$ cat src/swl_pkg.sv
// Shared types, constants and character decode helpers for the S-record word loader.
package swl_pkg;

  localparam int unsigned QDepth = 2;
  localparam int unsigned QPtrW  = $clog2(QDepth);
  localparam int unsigned QCntW  = $clog2(QDepth + 1);

  localparam logic [31:0] START_RESET = 32'h4000_0000;
  localparam logic [31:0] WORD_STEP   = 32'd4;
  localparam logic [3:0]  COUNT_DIGITS = 4'd2;
  localparam logic [3:0]  WORD_DIGITS  = 4'd8;

  typedef enum logic [2:0] {
    PH_LEAD  = 3'd0,
    PH_TYPE  = 3'd1,
    PH_COUNT = 3'd2,
    PH_ADDR  = 3'd3,
    PH_DATA  = 3'd4,
    PH_CHECK = 3'd5,
    PH_SKIP  = 3'd6
  } phase_e;

  typedef enum logic [2:0] {
    KIND_WRITE     = 3'd0,
    KIND_START     = 3'd1,
    KIND_DONE      = 3'd2,
    KIND_BAD_COUNT = 3'd3,
    KIND_BAD_HEX   = 3'd4
  } kind_e;

  // Pre-decoded character request
  typedef struct packed {
    logic       eoi;
    logic       space;
    logic       hex_ok;
    logic [3:0] hex_val;
    logic [3:0] type_digit;  // 0 when not a known record type
  } cmd_t;

  typedef struct packed {
    kind_e       kind;
    logic [31:0] address;
    logic [31:0] data;
  } res_t;

  function automatic logic is_space(input logic [7:0] c);
    return (c == 8'h20) || ((c >= 8'h09) && (c <= 8'h0D));
  endfunction

  function automatic logic is_hex(input logic [7:0] c);
    return ((c >= "0") && (c <= "9")) || ((c >= "a") && (c <= "f")) ||
           ((c >= "A") && (c <= "F"));
  endfunction

  function automatic logic [3:0] hex_val(input logic [7:0] c);
    logic [7:0] v;
    v = 8'd0;
    if ((c >= "0") && (c <= "9")) v = c - 8'h30;
    else if ((c >= "a") && (c <= "f")) v = c - 8'h57;
    else if ((c >= "A") && (c <= "F")) v = c - 8'h37;
    return v[3:0];
  endfunction

  function automatic logic [3:0] type_digit(input logic [7:0] c);
    logic [3:0] t;
    t = 4'd0;
    if ((c == "1") || (c == "2") || (c == "3") || (c == "7") || (c == "8") || (c == "9"))
      t = c[3:0];
    return t;
  endfunction

  // Address width in bytes for a record type
  function automatic logic [2:0] addr_bytes(input logic [3:0] t);
    logic [2:0] n;
    if ((t == 4'd1) || (t == 4'd9)) n = 3'd2;
    else if ((t == 4'd2) || (t == 4'd8)) n = 3'd3;
    else n = 3'd4;
    return n;
  endfunction

endpackage

$ cat src/swl_front.sv
// Front end: classifies incoming characters and queues them for the parser.
module swl_front
  import swl_pkg::*;
(
  input  logic       clk_i,
  input  logic       rst_ni,
  input  logic       push_i,
  input  logic [7:0] char_in_i,
  input  logic       end_of_input_i,
  output logic       full_o,
  input  logic       pop_i,
  output logic       empty_o,
  output cmd_t       cmd_o
);

  cmd_t             mem_q [QDepth];
  logic [QPtrW-1:0] wr_ptr_q, wr_ptr_d, rd_ptr_q, rd_ptr_d;
  logic [QCntW-1:0] cnt_q, cnt_d;
  logic             wr_en, rd_en;
  cmd_t             cmd_in;

  always_comb begin
    cmd_in.eoi        = end_of_input_i;
    cmd_in.space      = is_space(char_in_i);
    cmd_in.hex_ok     = is_hex(char_in_i);
    cmd_in.hex_val    = hex_val(char_in_i);
    cmd_in.type_digit = type_digit(char_in_i);
  end

  assign full_o  = (cnt_q == QCntW'(QDepth));
  assign empty_o = (cnt_q == '0);
  assign wr_en   = push_i & ~full_o;
  assign rd_en   = pop_i & ~empty_o;
  assign cmd_o   = mem_q[rd_ptr_q];

  always_comb begin
    wr_ptr_d = wr_en ? wr_ptr_q + 1'b1 : wr_ptr_q;
    rd_ptr_d = rd_en ? rd_ptr_q + 1'b1 : rd_ptr_q;
    cnt_d    = cnt_q + QCntW'(wr_en) - QCntW'(rd_en);
  end

  always_ff @(posedge clk_i or negedge rst_ni) begin
    if (!rst_ni) begin
      wr_ptr_q <= '0;
      rd_ptr_q <= '0;
      cnt_q    <= '0;
    end else begin
      wr_ptr_q <= wr_ptr_d;
      rd_ptr_q <= rd_ptr_d;
      cnt_q    <= cnt_d;
    end
  end

  always_ff @(posedge clk_i) begin
    if (wr_en) begin
      mem_q[wr_ptr_q] <= cmd_in;
    end
  end

endmodule

$ cat src/swl_back.sv
// Back end: record parser state machine, one classified character per cycle while take_i is high.
module swl_back
  import swl_pkg::*;
(
  input  logic clk_i,
  input  logic rst_ni,
  input  logic take_i,
  input  cmd_t cmd_i,
  output logic res_valid_o,
  output res_t res_o
);

  phase_e      phase_q, phase_d;
  logic [3:0]  rec_digit_q, rec_digit_d;
  logic [3:0]  dig_cnt_q, dig_cnt_d;
  logic [31:0] acc_q, acc_d;
  logic [7:0]  bytes_left_q, bytes_left_d;
  logic [31:0] cur_addr_q, cur_addr_d;
  logic [31:0] start_addr_q, start_addr_d;
  logic        halted_q, halted_d;

  logic        active, hex_ph, hex_step, bad_hex, digit_ok, done;
  logic        count_done, addr_done, data_done, start_rec, malformed;
  logic [3:0]  dig_inc, need;
  logic [31:0] acc_shift;
  logic [2:0]  ab;
  logic [7:0]  bl_minus_ab, bl_minus_4;

  assign active    = take_i & ~cmd_i.eoi & ~halted_q;
  assign hex_ph    = (phase_q == PH_COUNT) || (phase_q == PH_ADDR) || (phase_q == PH_DATA);
  assign hex_step  = active & hex_ph & ~((dig_cnt_q == 4'd0) & cmd_i.space);
  assign bad_hex   = hex_step & ~cmd_i.hex_ok;
  assign digit_ok  = hex_step & cmd_i.hex_ok;
  assign dig_inc   = dig_cnt_q + 4'd1;
  assign acc_shift = {acc_q[27:0], cmd_i.hex_val};
  assign ab        = addr_bytes(rec_digit_q);

  always_comb begin
    case (phase_q)
      PH_COUNT: need = COUNT_DIGITS;
      PH_ADDR:  need = {ab, 1'b0};
      default:  need = WORD_DIGITS;
    endcase
  end

  assign done        = digit_ok & (dig_inc >= need);
  assign count_done  = done & (phase_q == PH_COUNT);
  assign addr_done   = done & (phase_q == PH_ADDR);
  assign data_done   = done & (phase_q == PH_DATA);
  assign start_rec   = (rec_digit_q >= 4'd7);
  assign bl_minus_ab = bytes_left_q - {5'd0, ab};
  assign bl_minus_4  = bytes_left_q - 8'd4;
  assign malformed   = (bytes_left_q < {5'd0, ab}) || (bl_minus_ab[1:0] != 2'b01);

  // Next phase
  always_comb begin
    phase_d = phase_q;
    if (take_i && cmd_i.eoi) begin
      phase_d = PH_LEAD;
    end else if (active) begin
      case (phase_q)
        PH_LEAD:  if (!cmd_i.space) phase_d = PH_TYPE;
        PH_TYPE:  phase_d = PH_COUNT;
        PH_CHECK: if (dig_cnt_q != 4'd0) phase_d = PH_LEAD;
        PH_SKIP:  if (cmd_i.space && (dig_cnt_q != 4'd0)) phase_d = PH_LEAD;
        PH_COUNT: begin
          if (count_done) phase_d = (rec_digit_q == 4'd0) ? PH_SKIP : PH_ADDR;
        end
        PH_ADDR: begin
          if (addr_done) begin
            if (start_rec) phase_d = PH_CHECK;
            else if (malformed) phase_d = PH_LEAD;
            else phase_d = (bl_minus_ab == 8'd1) ? PH_CHECK : PH_DATA;
          end
        end
        PH_DATA: begin
          if (data_done) phase_d = (bl_minus_4 == 8'd1) ? PH_CHECK : PH_DATA;
        end
        default: phase_d = PH_LEAD;
      endcase
    end
  end

  // Datapath and result
  always_comb begin
    rec_digit_d  = rec_digit_q;
    dig_cnt_d    = dig_cnt_q;
    acc_d        = acc_q;
    bytes_left_d = bytes_left_q;
    cur_addr_d   = cur_addr_q;
    start_addr_d = start_addr_q;
    halted_d     = halted_q;
    res_valid_o  = 1'b0;
    res_o.kind   = KIND_DONE;
    res_o.address = '0;
    res_o.data   = '0;

    if (take_i && cmd_i.eoi) begin
      halted_d      = 1'b0;
      dig_cnt_d     = '0;
      acc_d         = '0;
      res_valid_o   = 1'b1;
      res_o.kind    = KIND_DONE;
      res_o.address = start_addr_q;
    end else if (active) begin
      case (phase_q)
        PH_TYPE: begin
          rec_digit_d = cmd_i.type_digit;
          dig_cnt_d   = '0;
          acc_d       = '0;
        end
        PH_CHECK, PH_SKIP: begin
          if (dig_cnt_q != 4'd0 && (cmd_i.space || phase_q == PH_CHECK)) begin
            dig_cnt_d = '0;
            acc_d     = '0;
          end else if (!cmd_i.space) begin
            dig_cnt_d = 4'd1;
          end
        end
        default: begin
          if (bad_hex) begin
            halted_d    = 1'b1;
            res_valid_o = 1'b1;
            res_o.kind  = KIND_BAD_HEX;
          end else if (digit_ok) begin
            acc_d     = acc_shift;
            dig_cnt_d = dig_inc;
            if (done) begin
              acc_d     = '0;
              dig_cnt_d = '0;
            end
            if (count_done) begin
              bytes_left_d = acc_shift[7:0];
            end
            if (addr_done) begin
              if (start_rec) begin
                start_addr_d  = acc_shift;
                res_valid_o   = 1'b1;
                res_o.kind    = KIND_START;
                res_o.address = acc_shift;
              end else if (malformed) begin
                halted_d    = 1'b1;
                res_valid_o = 1'b1;
                res_o.kind  = KIND_BAD_COUNT;
              end else begin
                bytes_left_d = bl_minus_ab;
                cur_addr_d   = acc_shift;
              end
            end
            if (data_done) begin
              res_valid_o   = 1'b1;
              res_o.kind    = KIND_WRITE;
              res_o.address = cur_addr_q;
              res_o.data    = acc_shift;
              cur_addr_d    = cur_addr_q + WORD_STEP;
              bytes_left_d  = bl_minus_4;
            end
          end
        end
      endcase
    end
  end

  always_ff @(posedge clk_i or negedge rst_ni) begin
    if (!rst_ni) begin
      phase_q      <= PH_LEAD;
      rec_digit_q  <= '0;
      dig_cnt_q    <= '0;
      acc_q        <= '0;
      bytes_left_q <= '0;
      cur_addr_q   <= '0;
      start_addr_q <= START_RESET;
      halted_q     <= 1'b0;
    end else begin
      phase_q      <= phase_d;
      rec_digit_q  <= rec_digit_d;
      dig_cnt_q    <= dig_cnt_d;
      acc_q        <= acc_d;
      bytes_left_q <= bytes_left_d;
      cur_addr_q   <= cur_addr_d;
      start_addr_q <= start_addr_d;
      halted_q     <= halted_d;
    end
  end

endmodule

$ cat src/swl_res_fifo.sv
// Result queue between the parser and the output port.
module swl_res_fifo
  import swl_pkg::*;
(
  input  logic clk_i,
  input  logic rst_ni,
  input  logic push_i,
  input  res_t res_i,
  output logic full_o,
  input  logic pop_i,
  output logic empty_o,
  output res_t res_o
);

  res_t             mem_q [QDepth];
  logic [QPtrW-1:0] wr_ptr_q, wr_ptr_d, rd_ptr_q, rd_ptr_d;
  logic [QCntW-1:0] cnt_q, cnt_d;
  logic             wr_en, rd_en;

  assign full_o  = (cnt_q == QCntW'(QDepth));
  assign empty_o = (cnt_q == '0);
  assign wr_en   = push_i & ~full_o;
  assign rd_en   = pop_i & ~empty_o;
  assign res_o   = mem_q[rd_ptr_q];

  always_comb begin
    wr_ptr_d = wr_en ? wr_ptr_q + 1'b1 : wr_ptr_q;
    rd_ptr_d = rd_en ? rd_ptr_q + 1'b1 : rd_ptr_q;
    cnt_d    = cnt_q + QCntW'(wr_en) - QCntW'(rd_en);
  end

  always_ff @(posedge clk_i or negedge rst_ni) begin
    if (!rst_ni) begin
      wr_ptr_q <= '0;
      rd_ptr_q <= '0;
      cnt_q    <= '0;
    end else begin
      wr_ptr_q <= wr_ptr_d;
      rd_ptr_q <= rd_ptr_d;
      cnt_q    <= cnt_d;
    end
  end

  always_ff @(posedge clk_i) begin
    if (wr_en) begin
      mem_q[wr_ptr_q] <= res_i;
    end
  end

endmodule

$ cat src/srec_word_loader.sv
// Top level of the character-serial S-record word loader.
//
// Usage:
//   Input side is a queue: drive char_in_i / end_of_input_i with push high;
//   a request is taken on a clock edge where push is high and full is low.
//   Output side is a queue: while empty is low, kind_o/address_o/data_o show
//   the oldest result; it is taken on an edge with pop high.
//   Each character gives zero or one result (word write, start address,
//   done, malformed count, bad hex digit). end_of_input_i reports the start
//   address as kind done and rearms the parser after an error.
// Throughput: one character per cycle, set by the parser step in the back
//   end; it advances whenever a classified character is queued and the
//   result queue has room.
// Path: the front queue writes a character at the edge that takes it; the
//   parser step then writes its result into the result queue, once that
//   queue has room, and the result shows on the output from there.
// Stall: when pop stays low the result queue fills, the parser stops, the
//   two-entry front queue fills and full goes high. Nothing is dropped.
// Reset: both queues empty, parser waits for a record lead, start address
//   is 0x40000000 and current address is 0.
module srec_word_loader
  import swl_pkg::*;
(
  input  logic        clk_i,
  input  logic        rst_ni,
  input  logic        push,
  input  logic [7:0]  char_in_i,
  input  logic        end_of_input_i,
  output logic        full,
  output logic        empty,
  input  logic        pop,
  output logic [2:0]  kind_o,
  output logic [31:0] address_o,
  output logic [31:0] data_o
);

  cmd_t cmd;
  res_t res_in, res_out;
  logic cmd_empty, res_full, res_push, back_take;

  // Parser steps only when it has a character and room for a result
  assign back_take = ~cmd_empty & ~res_full;

  swl_front u_front (
    .clk_i          (clk_i),
    .rst_ni         (rst_ni),
    .push_i         (push),
    .char_in_i      (char_in_i),
    .end_of_input_i (end_of_input_i),
    .full_o         (full),
    .pop_i          (back_take),
    .empty_o        (cmd_empty),
    .cmd_o          (cmd)
  );

  swl_back u_back (
    .clk_i       (clk_i),
    .rst_ni      (rst_ni),
    .take_i      (back_take),
    .cmd_i       (cmd),
    .res_valid_o (res_push),
    .res_o       (res_in)
  );

  swl_res_fifo u_res_fifo (
    .clk_i   (clk_i),
    .rst_ni  (rst_ni),
    .push_i  (res_push),
    .res_i   (res_in),
    .full_o  (res_full),
    .pop_i   (pop),
    .empty_o (empty),
    .res_o   (res_out)
  );

  assign kind_o    = res_out.kind;
  assign address_o = res_out.address;
  assign data_o    = res_out.data;

  // End of input always produces a done result carrying the start address
  a_eoi_done: assert property (@(posedge clk_i) disable iff (!rst_ni)
    (back_take && cmd.eoi) |-> (res_push && res_in.kind == KIND_DONE))
    else $error("end of input did not produce done result");

  // Results only appear when the parser consumed a character
  a_push_needs_take: assert property (@(posedge clk_i) disable iff (!rst_ni)
    res_push |-> back_take)
    else $error("result produced without a consumed character");

  // A result pushed into an empty queue is visible next cycle
  a_res_visible: assert property (@(posedge clk_i) disable iff (!rst_ni)
    (res_push && empty) |=> !empty)
    else $error("pushed result not visible");

  // Only writes carry data
  a_data_zero: assert property (@(posedge clk_i) disable iff (!rst_ni)
    (res_push && res_in.kind != KIND_WRITE) |-> (res_in.data == 32'd0))
    else $error("nonzero data on non-write result");

endmodule
$ cat config.mk
export PLATFORM = sky130hd
export DESIGN_NAME = srec_word_loader
export DESIGN_NICKNAME = d
export VERILOG_FILES = /design/src/swl_pkg.sv /design/src/swl_front.sv /design/src/swl_back.sv /design/src/swl_res_fifo.sv /design/src/srec_word_loader.sv
export SDC_FILE = /design/constraint.sdc
export NUM_CORES = 1
export LEC_CHECK = 0
export ABC_AREA = 1
export BUFFER_PORTS_ARGS = -buffer_cell sky130_fd_sc_hd__buf_2
export CAP_MARGIN = 20
export CORE_MARGIN = 8
export CORE_UTILIZATION = 40
export DETAILED_ROUTE_END_ITERATION = 6
export GPL_TIMING_DRIVEN = 0
export PLACE_DENSITY_LB_ADDON = 0.05
export SLEW_MARGIN = 30
export SYNTH_ARGS = -nofsm -noshare
export SYNTH_HDL_FRONTEND = slang
export SYNTH_HIERARCHICAL = 1
export SYNTH_SLANG_ARGS = --single-unit
$ cat constraint.sdc
create_clock -name clk_i -period 8.45 [get_ports clk_i]
set_input_delay 0.4225 -clock clk_i [delete_from_list [all_inputs] [get_ports clk_i]]
set_output_delay 0.4225 -clock clk_i [all_outputs]
set_load 0.1 [all_outputs]
==> implementation parameters <==
Parameter                              Value

Die
  Top-Level Pins ... approximately 80
  Total die area ... just over 0.04 mm^2
  Floorplan Core Area ... between 0.03 and 0.04 mm^2
  Site row count ... slightly below 70
  Y dimension of the die ... roughly 200 um
  Initial core utilization ... between 40% and 50%
  Overall die width ... about 200 um

STA
  Max Clk Rate ... roughly 0.22 GHz
  Max-slew headroom at the worst pin ... around half
  Final Hold Viols ... 0
  Final worst path period need ... between 4000 and 5000 ps
  Number of slew-limit violations in the final report ... 0
  Transition time at the pin with the least slew margin ... 739 ps
  Share of the cycle needed by the critical path after routing ... 52.9%
  Final setup fails ... 0
  Tightest hold margin ... ~48 ps
  Final worst clock skew ... about 9.6 ps
  Setup repair after global routing missed its margin ... no
  Setup Total Neg Slack ... 0 ps

Global routing
  First-pass GRT wire length ... about 60000 um
  Met1 usage in global routing ... roughly 25%
  Total routing resource utilization after global routing ... between 10% and 20%
  Largest net degree at the start of global routing ... 74
  Total gr overflow ... 0
  GRT met3 Usage ... about 2.3%
  Global Route met2 Usage ... between 30% and 40%
  Vias in the first global route ... ~10000
  Antenna violations before repair ... 0
  Busiest layer in global routing ... met2

Yosys
  Count of synthesis-stage warnings from yosys ... 6
  Number of flops mapped to enable cells by yosys ... between 150 and 200
  Post-Syn Nets ... 1536
  Cell area after synthesis ... around 0.014 mm^2
  Flip-flop cell with the highest count after synthesis ... edfxtp_1
  Count of different cell masters after synthesis ... 55
  Sequential cell area fraction in the yosys report ... between 50 and 60%
  Asr flop ratio synth ... between 40% and 50%
  Synth Instances ... around 1500
  Number of synthesized register bits ... around 280
  Mean cell area of the mapped netlist ... a little over 9 um^2

Clock network
  TritonCTS clock tree ... built
  Clock latency at the later pin of the worst-skew pair ... 560 ps
  Maximum count of clock buffers along a single path ... 3
  Clock root buffer ... clkbuf_16
  Post-CTS Setup Inserts ... 0
  Clock input transition at the sequential cells of the worst setup and hold paths ... roughly 60 ps
  Sink count of the clock tree ... approximately 280
  Total clock buffers created by CTS ... 30
  CTS H-tree depth ... 1

Placement
  Port bufs ... between 80 and 90
  Post-DP HPWL ... roughly 30000 um
  Placed Area ... around 0.015 mm^2
  GPL Wtd Cong ... around 0.96

Route
  Final routed wire length divided by cell count ... 18.8 um
  Mean number of vias per cell ... a little under 5
  Final Routed Wirelength ... between 30000 and 40000 um
  Drt first-iter violations ... between 600 and 700
  Total via count after detailed routing ... around 10000
  ANT nets after route ... 0
  Remaining routing DRC violations ... 0
  Router iterations before antenna repair ... 5

Setup path
  Reg2reg path depth ... 19
  R2R Path Start ... u_back/rec_digit_q[1]
  Worst R2R Setup Slack ... 3980 ps
  Critical Path Fanout Max ... 21
  Capturing element type of the critical path ... flip-flop
  Required @ worst endpoint ... a little under 9000 ps
  Endpoint arrival time on the critical path ... between 4000 and 5000 ps
  FF-to-FF End ... u_res_fifo/mem_q[1][27]
  Critical Path Start ... u_back/rec_digit_q[1]
  Capture point of the critical path ... u_res_fifo/mem_q[1][27]
  Startpoint kind of the worst setup timing path ... flip-flop
  Classification of the worst setup path ... flip-flop to flip-flop

Power and ir drop
  Design Power ... approximately 6.9 mW
  Cell area power density ... 434 mW/mm^2
  Highest ir drop seen on vdd ... 0.000301 V
  Leakage power summed over all cells ... 6.90 nW

Run
  # Max-Cap Violations ... 0

Cells and area
  Number of inserted diodes ... 0
  Final net count ... ~1700
  Most common cell after layout, fill and taps aside ... nand2_1
  Cell area after layout ... around 0.016 mm^2
  Fraction of layout cells with a size suffix above 1 ... between 10% and 20%
  Number of filler cells placed in the layout ... between 3000 and 4000
  Area growth syn-to-layout ... 15.4%
  Highest-count cells in the layout ignoring fill and taps ... nand2_1, edfxtp_1, inv_1

Worst hold path
  Path type of the worst min-delay path ... input pin to flip-flop
  Hold depth ... 1

Outcome
  Status ... finished, final reports clean
[registers in the layout (all words and copies together) (netlist names), 2 cells and up]
| name | cells |
|---|---|
| u_front/mem_q | 22 |
| u_back/phase_q | 3 |
| u_res_fifo/mem_q | 134 |
| u_res_fifo/cnt_q | 2 |
| u_back/cur_addr_q | 32 |
| u_front/cnt_q | 2 |
| u_back/rec_digit_q | 4 |
| u_back/acc_q | 28 |
| u_back/bytes_left_q | 8 |
| u_back/dig_cnt_q | 4 |
| u_back/start_addr_q | 32 |
[worst min path at each step]
stage | from | end | slack [ps]
6_report | end_of_input_i | u_front/mem_q[1][10] | 50
5_1_grt | end_of_input_i | u_front/mem_q[1][10] | 40
4_1_cts | end_of_input_i | u_front/mem_q[1][10] | 30
3_5_place_dp | rst_ni | u_front/cnt_q[0] | 440
3_3_place_gp | u_res_fifo/wr_ptr_q | u_res_fifo/wr_ptr_q | 460
2_1_floorplan | rst_ni | u_back/acc_q[0] | 130
[cell type report]
cell class | count | area [um^2] | area share [%]
clock inverter | 17 | 186 | 1.17
inverter | 141 | 538 | 3.38
tap | 455 | 569 | 3.57
timing repair buffer | 87 | 556 | 3.49
multi-input combinational | 1023 | 5200 | 32.6
clock buffer | 38 | 802 | 5.03
sequential | 276 | 7690 | 48.2
buffer | 61 | 400 | 2.51
[report_power, final]
group	switching [mW]	internal, mW	total, mW
combinational	2.87	0.726	3.60
clock	0.541	0.789	1.33
sequential	0.177	1.81	1.99
total	3.59	3.33	6.92
[layer usage]
| metal | wire (um) | part of all wire [%] |
|---|---|---|
| met1 | 17700 | 45 |
| met2 | 19000 | 48 |
| met3 | 1240 | 3.1 |
| met4 | 1530 | 3.9 |
| met5 | 0 | 0 |
[metrics by stage]
| stage | utilization (%) | setup slack [ps] | std cells |
|---|---|---|---|
| after global routing | 46.5 | 3540 | 2098 |
| after floorplan | - | 2690 | 1501 |
| after global placement | 43.1 | -289 | 2037 |
| after CTS | 46.5 | 3840 | 2098 |
| final | 46.5 | 3980 | 2098 |
| after detailed placement | 43.6 | 3830 | 2042 |
[critical path, cell delays in order (launching register included)]
cell      delay [ps]
dfrtp_1          410
nand2_1           80
inv_1             40
nor4_1           460
inv_1            130
o21ai_0          220
nand2_1          160
ha_1             330
nand3b_1          80
nand3_1          330
nand4_2          200
buf_6            190
buf_2            220
nand2_1          120
nor2_1            50
nand2_1          120
nand2_1          140
nor2_4           450
buf_16           230
buf_16           180
[cells by family after synthesis]
family,synth area share [%]
muxes,0.163
AOI/OAI and AO/OA,7.98
and+or+nand+nor,25.2
buffers and inverters,6.78
DFF,55.7
adders and majority gates,2.05
xor gates and xnor gates,2.16
[what timing repair did]
item / 4_1_cts / 5_1_grt
hold buffers: 1 / 0
gates resized for setup: 0 / 0
endpoints found under the hold margin: 72 / 0
[synthesized netlist by cell type, types with 2 or more instances]
cell type  instances  area share (%)
nand2_2            9            0.41
nand3_4            2            0.25
nor3b_1            2            0.11
nand3b_1          10            0.54
o21a_1             3            0.16
a21oi_1           23            0.83
o211ai_1          15            0.82
nor3_1            46             1.7
or2_2              3            0.14
o21ai_2           22             1.4
o21ai_0           45             1.6
nand2_4            4            0.33
buf_6              8            0.65
nor2_1            84             2.3
xnor2_1            2            0.13
buf_2             27            0.98
nand3_2           21             1.5
nor2_8             2            0.29
inv_1            131             3.6
buf_12             2            0.29
o21ai_1           49             1.8
a31oi_1            2           0.091
nand4_1            6            0.27
edfxtp_1         156              34
mux2_2             2            0.16
dfrtp_1          119              22
clkbuf_1           9            0.24
nor2_4             4            0.33
clkbuf_2           3            0.11
ha_1              21             1.9
xor2_1            32             2.0
nor4_1             2           0.091
o221ai_1          15            0.95
nor2_2             7            0.32
nand2_1          523              14
inv_2              7            0.19
nand3_1           55             2.0
buf_4             11            0.60
Power figures use the tool's default switching activity.
